<file path="config.mk">
export PLATFORM = sky130hd
export DESIGN_NAME = bitfield_layout_packer
export DESIGN_NICKNAME = d
export VERILOG_FILES = /design/src/blp_pkg.sv /design/src/bitfield_layout_packer.sv
export VERILOG_INCLUDE_DIRS = /design/src /design/src/src
export SDC_FILE = /design/constraint.sdc
export NUM_CORES = 2
export LEC_CHECK = 0
export BUFFER_PORTS_ARGS = -buffer_cell sky130_fd_sc_hd__buf_2
export CORE_ASPECT_RATIO = 2
export CORE_MARGIN = 2
export CORE_UTILIZATION = 48
export CTS_BUF_LIST = sky130_fd_sc_hd__clkbuf_8 sky130_fd_sc_hd__clkbuf_16
export CTS_CLUSTER_DIAMETER = 30
export DETAILED_ROUTE_END_ITERATION = 10
export HOLD_SLACK_MARGIN = 0.12
export PLACE_DENSITY_LB_ADDON = 0.3
export SKIP_LAST_GASP = 1
export SLEW_MARGIN = 10
export SYNTH_ARGS = -nofsm -noshare
export SYNTH_HDL_FRONTEND = slang
export SYNTH_SLANG_ARGS = --single-unit
</file>
<file path="constraint.sdc">
create_clock -name clk -period 23.9 [get_ports clk]
set_input_delay 2.39 -clock clk [delete_from_list [all_inputs] [get_ports clk]]
set_output_delay 2.39 -clock clk [all_outputs]
set_load 0.01 [all_outputs]
</file>
<file path="src/bitfield_layout_packer_macros.svh">
// Assertion macros shared by the packer RTL.
// Every check is sampled on the rising edge of clk and is held off while rst_n is low.
`ifndef BITFIELD_LAYOUT_PACKER_MACROS_SVH
`define BITFIELD_LAYOUT_PACKER_MACROS_SVH

// The property must hold in the same cycle that it is sampled.
`define BLP_ASSERT(label, prop, msg) \
    label: assert property (@(posedge clk) disable iff (!rst_n) prop) else $error(msg);

// The condition in one cycle implies the expression in the next cycle.
`define BLP_ASSERT_NEXT(label, cond, expr, msg) \
    label: assert property (@(posedge clk) disable iff (!rst_n) (cond) |=> (expr)) \
        else $error(msg);

`endif

</file>
<file path="src/blp_pkg.sv">
`timescale 1ns / 1ps

package blp_pkg;

    // Sizes in bytes and bit counts used by the placement rules.
    localparam logic [3:0] BYTE_BITS   = 4'd8;
    localparam logic [3:0] SHORT_BYTES = 4'd2;
    localparam logic [3:0] INT_BYTES   = 4'd4;
    localparam logic [3:0] MAX_BYTES   = 4'd8;
    localparam logic [6:0] USED_MAX    = 7'd127;

    // Beat widths on the two channels.
    localparam int IN_DATA_W  = 72;
    localparam int OUT_DATA_W = 48;

    // Residue table: entry v holds v modulo m, for a byte-wide v.
    typedef logic [255:0][2:0] res_tbl_t;

    // Built by a wrapping counter, so no divider is involved.
    function automatic res_tbl_t build_res_tbl(input int unsigned m);
        res_tbl_t    tbl;
        int unsigned r;
        r = 0;
        for (int i = 0; i < 256; i++)
        begin
            tbl[i] = r[2:0];
            if (r == m - 1)
                r = 0;
            else
                r = r + 1;
        end
        return tbl;
    endfunction

    localparam res_tbl_t MOD3_TBL = build_res_tbl(3);
    localparam res_tbl_t MOD5_TBL = build_res_tbl(5);
    localparam res_tbl_t MOD6_TBL = build_res_tbl(6);
    localparam res_tbl_t MOD7_TBL = build_res_tbl(7);

    // Byte-wide residue for the sizes that are not a power of two.
    function automatic logic [2:0] res_lookup(input logic [7:0] v, input logic [3:0] m);
        logic [2:0] res;
        case (m)
            4'd3:    res = MOD3_TBL[v];
            4'd5:    res = MOD5_TBL[v];
            4'd6:    res = MOD6_TBL[v];
            4'd7:    res = MOD7_TBL[v];
            default: res = 3'd0;
        endcase
        return res;
    endfunction

    // A 32-bit value modulo a container size of one to eight bytes.
    // Powers of two are masks. Other sizes fold the four byte residues,
    // each weighted by 256^k modulo m, then reduce the small sum once more.
    function automatic logic [2:0] mod_small(input logic [31:0] x, input logic [3:0] m);
        logic [2:0] r0;
        logic [2:0] r1;
        logic [2:0] r2;
        logic [2:0] r3;
        logic [2:0] w1;
        logic [2:0] w2;
        logic [2:0] w3;
        logic [7:0] acc;
        logic [2:0] res;
        r0 = res_lookup(x[7:0], m);
        r1 = res_lookup(x[15:8], m);
        r2 = res_lookup(x[23:16], m);
        r3 = res_lookup(x[31:24], m);
        case (m)
            4'd6:
            begin
                w1 = 3'd4;
                w2 = 3'd4;
                w3 = 3'd4;
            end
            4'd7:
            begin
                w1 = 3'd4;
                w2 = 3'd2;
                w3 = 3'd1;
            end
            default:
            begin
                w1 = 3'd1;
                w2 = 3'd1;
                w3 = 3'd1;
            end
        endcase
        acc = {5'd0, r0} + ({5'd0, r1} * {5'd0, w1}) + ({5'd0, r2} * {5'd0, w2})
            + ({5'd0, r3} * {5'd0, w3});
        case (m)
            4'd1:    res = 3'd0;
            4'd2:    res = {2'd0, x[0]};
            4'd4:    res = {1'd0, x[1:0]};
            4'd8:    res = x[2:0];
            default: res = res_lookup(acc, m);
        endcase
        return res;
    endfunction

    // Declared size forced into the range of one to eight bytes.
    function automatic logic [3:0] clean_size(input logic [3:0] raw);
        logic [3:0] s;
        if (raw == 4'd0)
            s = 4'd1;
        else if (raw > MAX_BYTES)
            s = MAX_BYTES;
        else
            s = raw;
        return s;
    endfunction

endpackage

</file>
<file path="src/bitfield_layout_packer.sv">
`timescale 1ns / 1ps
`include "bitfield_layout_packer_macros.svh"

// Bitfield layout packer.
// Input stream (s_axis_*): one beat per struct member step. tuser carries the
// mode: a break to the next container (no result) or a bitfield to place.
// Output stream (m_axis_*): one beat per placed field with the container byte
// offset, the start bit counted down from the container top and the size used.
// The block is a four-register pipeline: input register, base offset (multiply
// and add of the preceding member), group-start alignment, then the placement
// state update that loads the result register. One beat is accepted every
// cycle while s_axis_tready is high. The placement state is a single loop,
// so steps follow each other back to back. Each stage advances whenever the
// stage after it is empty or moving, so bubbles close up. When the receiver
// stalls, the pipeline fills up to four beats and then s_axis_tready falls.
// Reset empties every stage and clears the container offset, bits used,
// misalignment and last size.
module bitfield_layout_packer
(
    input  logic                             clk,
    input  logic                             rst_n,
    input  logic                             s_axis_tvalid,
    output logic                             s_axis_tready,
    // group_start, has_prev, prev_offset[23:0], prev_size[15:0],
    // prev_count[15:0], declared_size[3:0], field_bits[6:0], zero pad
    input  logic [blp_pkg::IN_DATA_W-1:0]    s_axis_tdata,
    // mode
    input  logic [0:0]                       s_axis_tuser,
    output logic                             m_axis_tvalid,
    input  logic                             m_axis_tready,
    // byte_offset[31:0], start_bit[5:0], effective_size[3:0], zero pad
    output logic [blp_pkg::OUT_DATA_W-1:0]   m_axis_tdata
);
    import blp_pkg::*;

    // Input register.
    logic        s1_valid_reg;
    logic        s1_mode_reg;
    logic        s1_gstart_reg;
    logic        s1_hprev_reg;
    logic [23:0] s1_poff_reg;
    logic [15:0] s1_psize_reg;
    logic [15:0] s1_pcount_reg;
    logic [3:0]  s1_dsize_reg;
    logic [6:0]  s1_fbits_reg;

    // Base offset stage.
    logic        s2_valid_reg;
    logic        s2_mode_reg;
    logic        s2_gstart_reg;
    logic [3:0]  s2_size_reg;
    logic [6:0]  s2_fbits_reg;
    logic [31:0] s2_base_reg;

    // Group-start alignment stage.
    logic        s3_valid_reg;
    logic        s3_mode_reg;
    logic        s3_gstart_reg;
    logic [3:0]  s3_size_reg;
    logic [6:0]  s3_fbits_reg;
    logic [3:0]  s3_gsize_reg;
    logic [2:0]  s3_gmis_reg;
    logic [31:0] s3_gco_reg;

    // Placement state.
    logic [31:0] co_reg;
    logic [31:0] co_next;
    logic [6:0]  bu_reg;
    logic [6:0]  bu_next;
    logic [2:0]  mis_reg;
    logic [2:0]  mis_next;
    logic [3:0]  ls_reg;
    logic [3:0]  ls_next;

    // Result register.
    logic        out_valid_reg;
    logic [31:0] out_offset_reg;
    logic [5:0]  out_start_reg;
    logic [3:0]  out_size_reg;

    // Stage advance chain, from the output back to the input.
    logic out_adv;
    logic s3_adv;
    logic s2_adv;
    logic s1_adv;

    assign out_adv       = !out_valid_reg || m_axis_tready;
    assign s3_adv        = !s3_valid_reg || out_adv;
    assign s2_adv        = !s2_valid_reg || s3_adv;
    assign s1_adv        = !s1_valid_reg || s2_adv;
    assign s_axis_tready = s1_adv;

    // Base offset of a new group: end of the preceding member.
    logic [31:0] prod;
    logic [31:0] base;

    assign prod = {16'd0, s1_psize_reg} * {16'd0, s1_pcount_reg};
    assign base = s1_hprev_reg ? ({8'd0, s1_poff_reg} + prod) : 32'd0;

    // Group-start alignment: widen an even short, then split off the misalignment.
    logic [3:0]  gsize;
    logic [2:0]  gmis;
    logic [31:0] gco;

    assign gsize = (s2_size_reg == SHORT_BYTES && !s2_base_reg[0]) ? INT_BYTES : s2_size_reg;
    assign gmis  = mod_small(s2_base_reg, gsize);
    assign gco   = s2_base_reg - {29'd0, gmis};

    // Placement of one field against the current state.
    logic [3:0] place_size;
    logic [31:0] co1;
    logic [6:0]  bu1;
    logic [2:0]  mis1;
    logic [3:0]  ls1;
    logic [6:0]  cap;
    logic [4:0]  fill_bytes;
    logic [31:0] co_adj;
    logic [31:0] co2;
    logic [6:0]  bu2;
    logic [2:0]  mis2;
    logic [7:0]  fit_sum;
    logic [6:0]  start;
    logic [7:0]  used_sum;
    logic [2:0]  brk_mod;

    always_comb
    begin
        if (s3_gstart_reg)
        begin
            place_size = s3_gsize_reg;
            co1        = s3_gco_reg;
            bu1        = {1'b0, s3_gmis_reg, 3'd0};
            mis1       = s3_gmis_reg;
            ls1        = s3_gsize_reg;
        end
        else
        begin
            // Offset minus misalignment is even when the low bits agree.
            if (s3_size_reg == SHORT_BYTES && (co_reg[0] == mis_reg[0]))
                place_size = INT_BYTES;
            else
                place_size = s3_size_reg;
            co1  = co_reg;
            bu1  = bu_reg;
            mis1 = mis_reg;
            ls1  = ls_reg;
        end

        cap        = {place_size, 3'd0};
        fill_bytes = 5'(({1'b0, bu1} + 8'(BYTE_BITS) - 8'd1) >> 3);
        co_adj     = co1 + {27'd0, fill_bytes};
        fit_sum    = {1'b0, s3_fbits_reg} + {1'b0, bu1};

        if (place_size != ls1)
        begin
            // New container size: start past the used bytes, even-aligned.
            co2  = co_adj + {31'd0, (place_size > 4'd1) && co_adj[0]};
            bu2  = 7'd0;
            mis2 = 3'd0;
        end
        else if (fit_sum > {1'b0, cap})
        begin
            // Field does not fit: move on to the next container.
            co2  = co1 + {28'd0, place_size};
            bu2  = (cap < bu1) ? (bu1 - cap) : 7'd0;
            mis2 = 3'd0;
        end
        else
        begin
            co2  = co1;
            bu2  = bu1;
            mis2 = mis1;
        end

        start    = cap - bu2 - s3_fbits_reg;
        used_sum = {1'b0, bu2} + {1'b0, s3_fbits_reg};
        brk_mod  = mod_small(co_reg, s3_size_reg);

        // Next state: a break rounds down and steps one container.
        if (!s3_mode_reg)
        begin
            co_next  = co_reg - {29'd0, brk_mod} + {28'd0, s3_size_reg};
            bu_next  = 7'd0;
            mis_next = mis_reg;
            ls_next  = s3_size_reg;
        end
        else
        begin
            co_next  = co2;
            bu_next  = (used_sum > {1'b0, USED_MAX}) ? USED_MAX : used_sum[6:0];
            mis_next = mis2;
            ls_next  = place_size;
        end
    end

    // Pipeline control and placement state.
    always_ff @(posedge clk or negedge rst_n)
    begin
        if (!rst_n)
        begin
            s1_valid_reg  <= 1'b0;
            s2_valid_reg  <= 1'b0;
            s3_valid_reg  <= 1'b0;
            out_valid_reg <= 1'b0;
            co_reg        <= 32'd0;
            bu_reg        <= 7'd0;
            mis_reg       <= 3'd0;
            ls_reg        <= 4'd0;
        end
        else
        begin
            if (s1_adv)
                s1_valid_reg <= s_axis_tvalid;
            if (s2_adv)
                s2_valid_reg <= s1_valid_reg;
            if (s3_adv)
                s3_valid_reg <= s2_valid_reg;
            if (out_adv)
                out_valid_reg <= s3_valid_reg && s3_mode_reg;
            if (s3_valid_reg && out_adv)
            begin
                co_reg  <= co_next;
                bu_reg  <= bu_next;
                mis_reg <= mis_next;
                ls_reg  <= ls_next;
            end
        end
    end

    // Payload registers of each stage.
    always_ff @(posedge clk)
    begin
        if (s1_adv)
        begin
            s1_mode_reg   <= s_axis_tuser[0];
            s1_gstart_reg <= s_axis_tdata[0];
            s1_hprev_reg  <= s_axis_tdata[1];
            s1_poff_reg   <= s_axis_tdata[25:2];
            s1_psize_reg  <= s_axis_tdata[41:26];
            s1_pcount_reg <= s_axis_tdata[57:42];
            s1_dsize_reg  <= s_axis_tdata[61:58];
            s1_fbits_reg  <= s_axis_tdata[68:62];
        end
        if (s2_adv)
        begin
            s2_mode_reg   <= s1_mode_reg;
            s2_gstart_reg <= s1_gstart_reg;
            s2_size_reg   <= clean_size(s1_dsize_reg);
            s2_fbits_reg  <= s1_fbits_reg;
            s2_base_reg   <= base;
        end
        if (s3_adv)
        begin
            s3_mode_reg   <= s2_mode_reg;
            s3_gstart_reg <= s2_gstart_reg;
            s3_size_reg   <= s2_size_reg;
            s3_fbits_reg  <= s2_fbits_reg;
            s3_gsize_reg  <= gsize;
            s3_gmis_reg   <= gmis;
            s3_gco_reg    <= gco;
        end
        if (out_adv)
        begin
            out_offset_reg <= co2;
            out_start_reg  <= start[5:0];
            out_size_reg   <= place_size;
        end
    end

    assign m_axis_tvalid = out_valid_reg;
    assign m_axis_tdata  = {6'd0, out_size_reg, out_start_reg, out_offset_reg};

    // A break step leaves no beat in the result register.
    `BLP_ASSERT_NEXT(a_break_no_beat, s3_valid_reg && out_adv && !s3_mode_reg, !out_valid_reg,
        "break step produced a result beat")

    // While the result is stalled the placement state must not move.
    `BLP_ASSERT_NEXT(a_state_held, out_valid_reg && !m_axis_tready,
        $stable(co_reg) && $stable(bu_reg),
        "placement state changed during an output stall")

    // Group-start misalignment stays inside its container.
    `BLP_ASSERT(a_gmis_range,
        !s3_valid_reg || !s3_gstart_reg || ({1'b0, s3_gmis_reg} < s3_gsize_reg),
        "group start misalignment not below container size")

    // An accepted beat always lands in the input register.
    `BLP_ASSERT_NEXT(a_accept_loads, s_axis_tvalid && s_axis_tready, s1_valid_reg,
        "accepted beat missing from input register")

endmodule
</file>
# Yosys cells after proc, flatten, opt, wreduce, memory -nomap -nowiden
# Memory sizes are Yosys's and may differ from the RTL's. A register that Yosys moved wholly into a read port is not among the register bits.
# Index checks and enable logic that the tools add are counted.
[word_totals]
mem_bits_ro = 30720
register_bits = 257
mem_count = 40
input_bits = 77
word_cells = 262
[memory_table]
columns = ["name", "depth", "word_bits", "rd", "rd_ports_with_merged_regs", "wr", "line_no", "text"]
rows = [
  ["(name not given)", 256, 3, 1, 0, 0, "blp_pkg.sv:47", "4'd7: res = MOD7_TBL[v];"],
  ["(name not given)", 256, 3, 1, 0, 0, "blp_pkg.sv:46", "4'd6: res = MOD6_TBL[v];"],
  ["(name not given)", 256, 3, 1, 0, 0, "blp_pkg.sv:45", "4'd5: res = MOD5_TBL[v];"],
  ["(name not given)", 256, 3, 1, 0, 0, "blp_pkg.sv:44", "4'd3: res = MOD3_TBL[v];"],
  ["(name not given)", 256, 3, 1, 0, 0, "blp_pkg.sv:47", ""],
  ["(name not given)", 256, 3, 1, 0, 0, "blp_pkg.sv:46", ""],
  ["34 more memories", "--", "--", "--", "--", "--", "--", ""],
]
[op_classes]
magnitude_cmp = 15
reduce_logical = 20
mux = 109
n_addsub = 20
mul = 7
n_eq_ne = 19
[ops]
columns = ["cell", "count"]
rows = [
  ["8-bit two-way mux", 32],
  ["3-bit one-hot mux with 4 select lines", 12],
  ["3-bit two-way mux", 44],
  ["32-bit two-way mux", 4],
  ["8-bit by 9-bit < comparator with 1-bit output (second input constant)", 10],
  ["32-bit by 4-bit adder with 32-bit output", 2],
  ["32-bit by 3-bit subtractor with 32-bit output", 2],
  ["7-bit two-way mux", 6],
  ["3-bit by 3-bit multiplier with 6-bit output", 6],
  ["24-bit by 32-bit adder with 32-bit output", 1],
  ["32-bit by 1-bit adder with 32-bit output", 1],
  ["32-bit by 5-bit adder with 32-bit output", 1],
  ["4-bit by 3-bit == test with 1-bit output (second input constant)", 8],
  ["16-bit by 16-bit multiplier with 32-bit output", 1],
  ["4-bit two-way mux", 6],
  ["4-bit by 2-bit == test with 1-bit output (second input constant)", 5],
  ["7-bit by 6-bit adder with 8-bit output", 2],
  ["7-bit by 7-bit adder with 8-bit output", 2],
  ["8-bit by 6-bit adder with 8-bit output", 2],
  ["3-bit by 6-bit adder with 7-bit output", 2],
  ["3-bit one-hot mux with 2 select lines", 2],
  ["6-bit subtractor", 2],
  ["7-bit by 4-bit adder with 8-bit output (second input constant)", 1],
  ["4-bit by 1-bit == test with 1-bit output (second input constant)", 2],
  ["other kinds (18)", 34],
]

# Depth between registers and ports, before layout
[logic_depth]
ltp_word = 15
ltp_mapped = 55
ltp_nobuf = 51

# Worst setup path after synthesis
# Ideal clock, no wire load.
[synth_path]
kind = "register -> register"
start = "reg co_reg[8]"
end = "reg co_reg[31]"
path_buffers = 6
arrival_ns = 10.440
required_ns = 23.814
synth_period_minus_slack_ns = 10.526
stages_incl_launch_ff = 51
path_slack_ns = 13.374
path_cell_list = "dfrtp_1 > clkbuf_2 > clkbuf_1 > inv_1 > ha_1 > clkbuf_1 > inv_1 > nor2_1 > nor2_1 > o21ai_0 > mux2i_1 > mux2i_1 > nor2_1 > a211oi_1 > a21oi_1 > a21oi_1 > a21oi_1 > ha_1 > [... 15 more ...] > mux2i_1 > o21ai_0 > nor3_1 > nor4_1 > fa_1 > ha_1 > a21o_1 > a21oi_1 > nor3_1 > o31a_1 > o31ai_1 > a211oi_1 > o2111ai_1 > a21oi_1 > o31ai_1 > mux2i_1 > o211ai_1 > nor3_1"
[synth_between]
elab_chain_len = 14
[synth_rtl]
columns = ["element", "line_no", "text"]
rows = [
  ["start, declared", "bitfield_layout_packer.sv:66", "logic [31:0] co_reg;"],
  ["start signal, assigned", "bitfield_layout_packer.sv:222", "co_reg <= co_next;"],
  ["memory 256 x 3 bit (on tied branches)", "--", ""],
  ["3-bit two-way mux (on tied branches)", "--", ""],
  ["3-bit one-hot mux with 4 select lines", "blp_pkg.sv:43", "case (m)"],
  ["3-bit by 3-bit multiplier with 6-bit output", "blp_pkg.sv:90", "acc = {5'd0, r0} + ({5'd0, r1} * {5'd0, w1}) + ({5'd0, r2} * {5'd0, w2})"],
  ["3-bit by 6-bit adder with 7-bit output", "blp_pkg.sv:90", ""],
  ["7-bit by 6-bit adder with 8-bit output", "blp_pkg.sv:90", ""],
  ["8-bit by 6-bit adder with 8-bit output", "blp_pkg.sv:91", "+ ({5'd0, r3} * {5'd0, w3});"],
  ["memory 256 x 3 bit (on tied branches)", "--", ""],
  ["3-bit two-way mux (on tied branches)", "--", ""],
  ["3-bit one-hot mux with 4 select lines", "blp_pkg.sv:43", ""],
  ["3-bit one-hot mux with 4 select lines", "blp_pkg.sv:92", "case (m)"],
  ["32-bit by 3-bit subtractor with 32-bit output", "bitfield_layout_packer.sv:182", "co_next = co_reg - {29'd0, brk_mod} + {28'd0, s3_size_reg};"],
  ["32-bit by 4-bit adder with 32-bit output", "bitfield_layout_packer.sv:182", ""],
  ["32-bit two-way mux *", "bitfield_layout_packer.sv:180", "if (!s3_mode_reg)"],
]
# Mark *: on every way between the ends. The rest lies on a longest branch, timed or not. The select of a mux whose other input is x is not followed.
# A chain may end at the register's enable or synchronous reset.

# Worst setup path in the final report
[layout_path]
start = "reg co_reg[16]"
end = "reg co_reg[31]"
[layout_between]
elab_chain_len = 13
[layout_rtl]
columns = ["element", "line_no"]
rows = [
  ["memory 256 x 3 bit (on tied branches)", "--"],
  ["3-bit two-way mux (on tied branches)", "--"],
  ["3-bit one-hot mux with 4 select lines", "blp_pkg.sv:43"],
  ["3-bit by 3-bit multiplier with 6-bit output", "blp_pkg.sv:90"],
  ["7-bit by 6-bit adder with 8-bit output", "blp_pkg.sv:90"],
  ["8-bit by 6-bit adder with 8-bit output", "blp_pkg.sv:91"],
  ["memory 256 x 3 bit (on tied branches)", "--"],
  ["3-bit two-way mux (on tied branches)", "--"],
  ["3-bit one-hot mux with 4 select lines", "blp_pkg.sv:43"],
  ["3-bit one-hot mux with 4 select lines", "blp_pkg.sv:92"],
  ["32-bit by 3-bit subtractor with 32-bit output", "bitfield_layout_packer.sv:182"],
  ["32-bit by 4-bit adder with 32-bit output", "bitfield_layout_packer.sv:182"],
  ["32-bit two-way mux *", "bitfield_layout_packer.sv:180"],
]
# Marks and branches as above.

==> metrics.csv <==
stage,metric,value,unit
sta,Slew HR,4.14,%
yosys,Mean Syn Cell Area,7.56,um2
floorplan,Starting Density,48.4,%
drt,initial DRC count,4297,
yosys,Post-synth EDFFs,209,
yosys,"area leader, netlist",edfxtp_1,
setup_path,R2R Setup Slk,9470,ps
yosys,Syn Inst Count,6320,
setup_path,max incr delay on CP,1030,ps
grt,vias in the first global route,47600,
place,post-DP HPWL,128,mm
setup_path,R2R cell count,40,
floorplan,Die X,227,um
clock_network,setup bufs post-CTS,0,
drt,DR DRC count,0,
worst_hold_path,hold path cells,0,
clock_network,CTS Buffer Depth,3,
yosys,Synth area leaders,"edfxtp_1 13%, fa_1 11%, ha_1 7.5%",
setup_path,critical path data arrival time,14970,ps
place,PortBufs,117,
grt,antenna violations before repair,5,
layout,nets,6740,
floorplan,Die Y,450,um
setup_path,Crit path max-delay family,compound AO/OA/AOI/OAI gates,
sta,"Min Clock Period, post-route",14430,ps
layout,register area,8360,um2
sta,skew final,45.2,ps
grt,GRT overflow,0,
worst_hold_path,Hold Path Sink,s3_fbits_reg[6],
grt,wire length of the first global-routing pass,263,mm
clock_network,clock insertion delay at the later pin of the skew report,660,ps
clock_network,clk slew on worst S/H paths,60,ps
setup_path,"slowest stage cell, crit path",nor4_2,
worst_hold_path,hold path start,s2_fbits_reg[6],
sta,# setup viols final,0,
clock_network,CTS H-tree depth,2,
yosys,Main synth FF type,edfxtp_1,
floorplan,core area,98700,um2
clock_network,cts bufs inserted,50,
flow_run,max-cap violation count,0,
drt,routed vias/inst,6.46,
drt,Vias,48300,
setup_path,Worst setup SP type,register,
drt,post-route ant nets,0,
sta,RSZ-0062 raised after global routing,false,
setup_path,Buffers & Inverters on Critical Path,3,
yosys,mapped cell area,47800,um2
yosys,most frequent cells after synthesis,"839 x nand2_1, 577 x nor2_1, 505 x o21ai_0",
sta,Least-Margin Pin Slew,1440,ps
layout,number of fillers in the final layout,9685,
sta,final hold viol count,0,
yosys,leading cell type by number of instances after synthesis,nand2_1,
layout,share of cells above drive strength 1,8.10,%
clock_network,CTS Hold Bufs,0,
setup_path,Setup crit end kind,register,
yosys,register bit total from synthesis,301,
floorplan,IO Count,127,
yosys,synth unique cells,120,
layout,Layout area overhead,6.44,%
sta,final worst-path cycle share,60.4,%
yosys,Yosys warnings,0,
clock_network,clk sink count,301,
grt,overall routing resource usage,32.9,%
yosys,"Async S/R FF share, synth",15.9,%
setup_path,critical path peak fanout,15,
yosys,"Seq/Total Area, Yosys",17.5,%
drt,wire per inst,22.7,um
sta,Final Max Tran Viols,0,
setup_path,R2R Path End,co_reg[31],
clock_network,Clock Tree Root,clkbuf_16,
run_status,status,"complete, no violations",
floorplan,cell row count,163,
sta,WHS,417,ps
drt,"wirelength, routed",170,mm
layout,Multi-input gate area,36000,um2
setup_path,r2r startpoint,co_reg[16],
setup_path,Crit Path Class,register to register,
place,routability congestion estimate,1.02,
yosys,Yosys top cell area share,13.1,%
setup_path,"Req. time, crit path",24440,ps
sta,setup TNS,0,ps
clock_network,CTS tree,yes,
worst_hold_path,HP Class,register to register,
drt,iteration count of the initial detailed-routing pass,6,
floorplan,Die ar.,102000,um2
sta,fmax,0.0693,GHz
clock_network,post-CTS sizing,0,
grt,largest net degree at the start of global routing,72,
## layout by cell type (no fill, tap or decap), types with 43 or more instances in the layout
| master | n |
|---|---|
| nor2_1 | 575 |
| nor2b_1 | 43 |
| nand2b_1 | 52 |
| o211ai_1 | 117 |
| mux2i_1 | 163 |
| inv_1 | 431 |
| buf_4 | 112 |
| a21oi_1 | 451 |
| a21o_1 | 59 |
| ha_1 | 285 |
| a221oi_1 | 65 |
| xnor2_1 | 126 |
| edfxtp_1 | 209 |
| nand3_1 | 144 |
| nand2_1 | 837 |
| xor2_1 | 73 |
| buf_2 | 117 |
| nor3_1 | 139 |
| o21ai_0 | 505 |
| and2_1 | 151 |
| fa_1 | 257 |
| dfxtp_1 | 44 |
| a31oi_1 | 85 |
| o22ai_1 | 63 |
| clkbuf_16 | 51 |
| a211oi_1 | 125 |
| dfrtp_1 | 45 |
## logic make-up after synthesis
logic type | Yosys count | synth area share (%)
buffers and inverters | 929 | 7.61
other | 1 | 0.00785
adder cells (fa/ha/maj) | 544 | 18.3
AND/OR/NAND/NOR | 2167 | 20.6
multiplexers | 231 | 5.75
AO/OA/AOI/OAI | 1934 | 26.3
XOR/XNOR | 213 | 3.97
flip-flops | 301 | 17.5
## layout make-up
cell class | count | share of cell area [%]
Multi-Input combinational cell | 5095 | 70.8
Sequential cell | 301 | 16.4
Inverter | 444 | 3.28
Tap cell | 1320 | 3.25
Timing Repair Buffer | 229 | 2.80
Clock buffer | 52 | 2.54
Clock inverter | 42 | 0.925
Antenna cell | 2 | 0.00984
## per-layer routing
layer	global-route usage (%)	vias up	routed length (um)
met5	0	-	40
met4	30.4	6	18400
met3	5.83	875	10900
met2	59.2	2173	86500
met1	31.0	23100	53900
li1	-	22200	-
## through the flow
stage	utilization [%]	area [um2]	instances	setup WS, ps
2_1_floorplan	-	47800	6325	13370
5_1_grt	51.5	50900	7484	8890
4_1_cts	51.5	50900	7483	10080
3_5_place_dp	49.8	49100	7389	10200
3_3_place_gp	49.8	49100	7389	10250
6_report	51.5	50900	7485	9470
## how the worst max path moves through the flow
| stage | to | cells after the start | slack, ps | from |
|---|---|---|---|---|
| floorplan | co_reg[31] | 50 | 13370 | co_reg[8] |
| global placement | co_reg[31] | 42 | 10250 | co_reg[16] |
| detailed placement | co_reg[31] | 40 | 10200 | co_reg[16] |
| CTS | co_reg[31] | 40 | 10080 | co_reg[16] |
| global route | co_reg[31] | 40 | 8890 | co_reg[16] |
| finish | co_reg[31] | 40 | 9470 | co_reg[16] |
## worst reg2reg max path: cells and delay by family (launching register included)
family | cells | cell delay, ps
buffers and inverters | 3 | 740
AOI/OAI and AO/OA | 20 | 5790
adders and majority gates | 9 | 4850
and+or+nand+nor | 7 | 1920
muxes | 1 | 240
DFF | 1 | 820
Power is not shown: default switching activity piles up to over one toggle a cycle in this logic, so the estimate is an artifact.
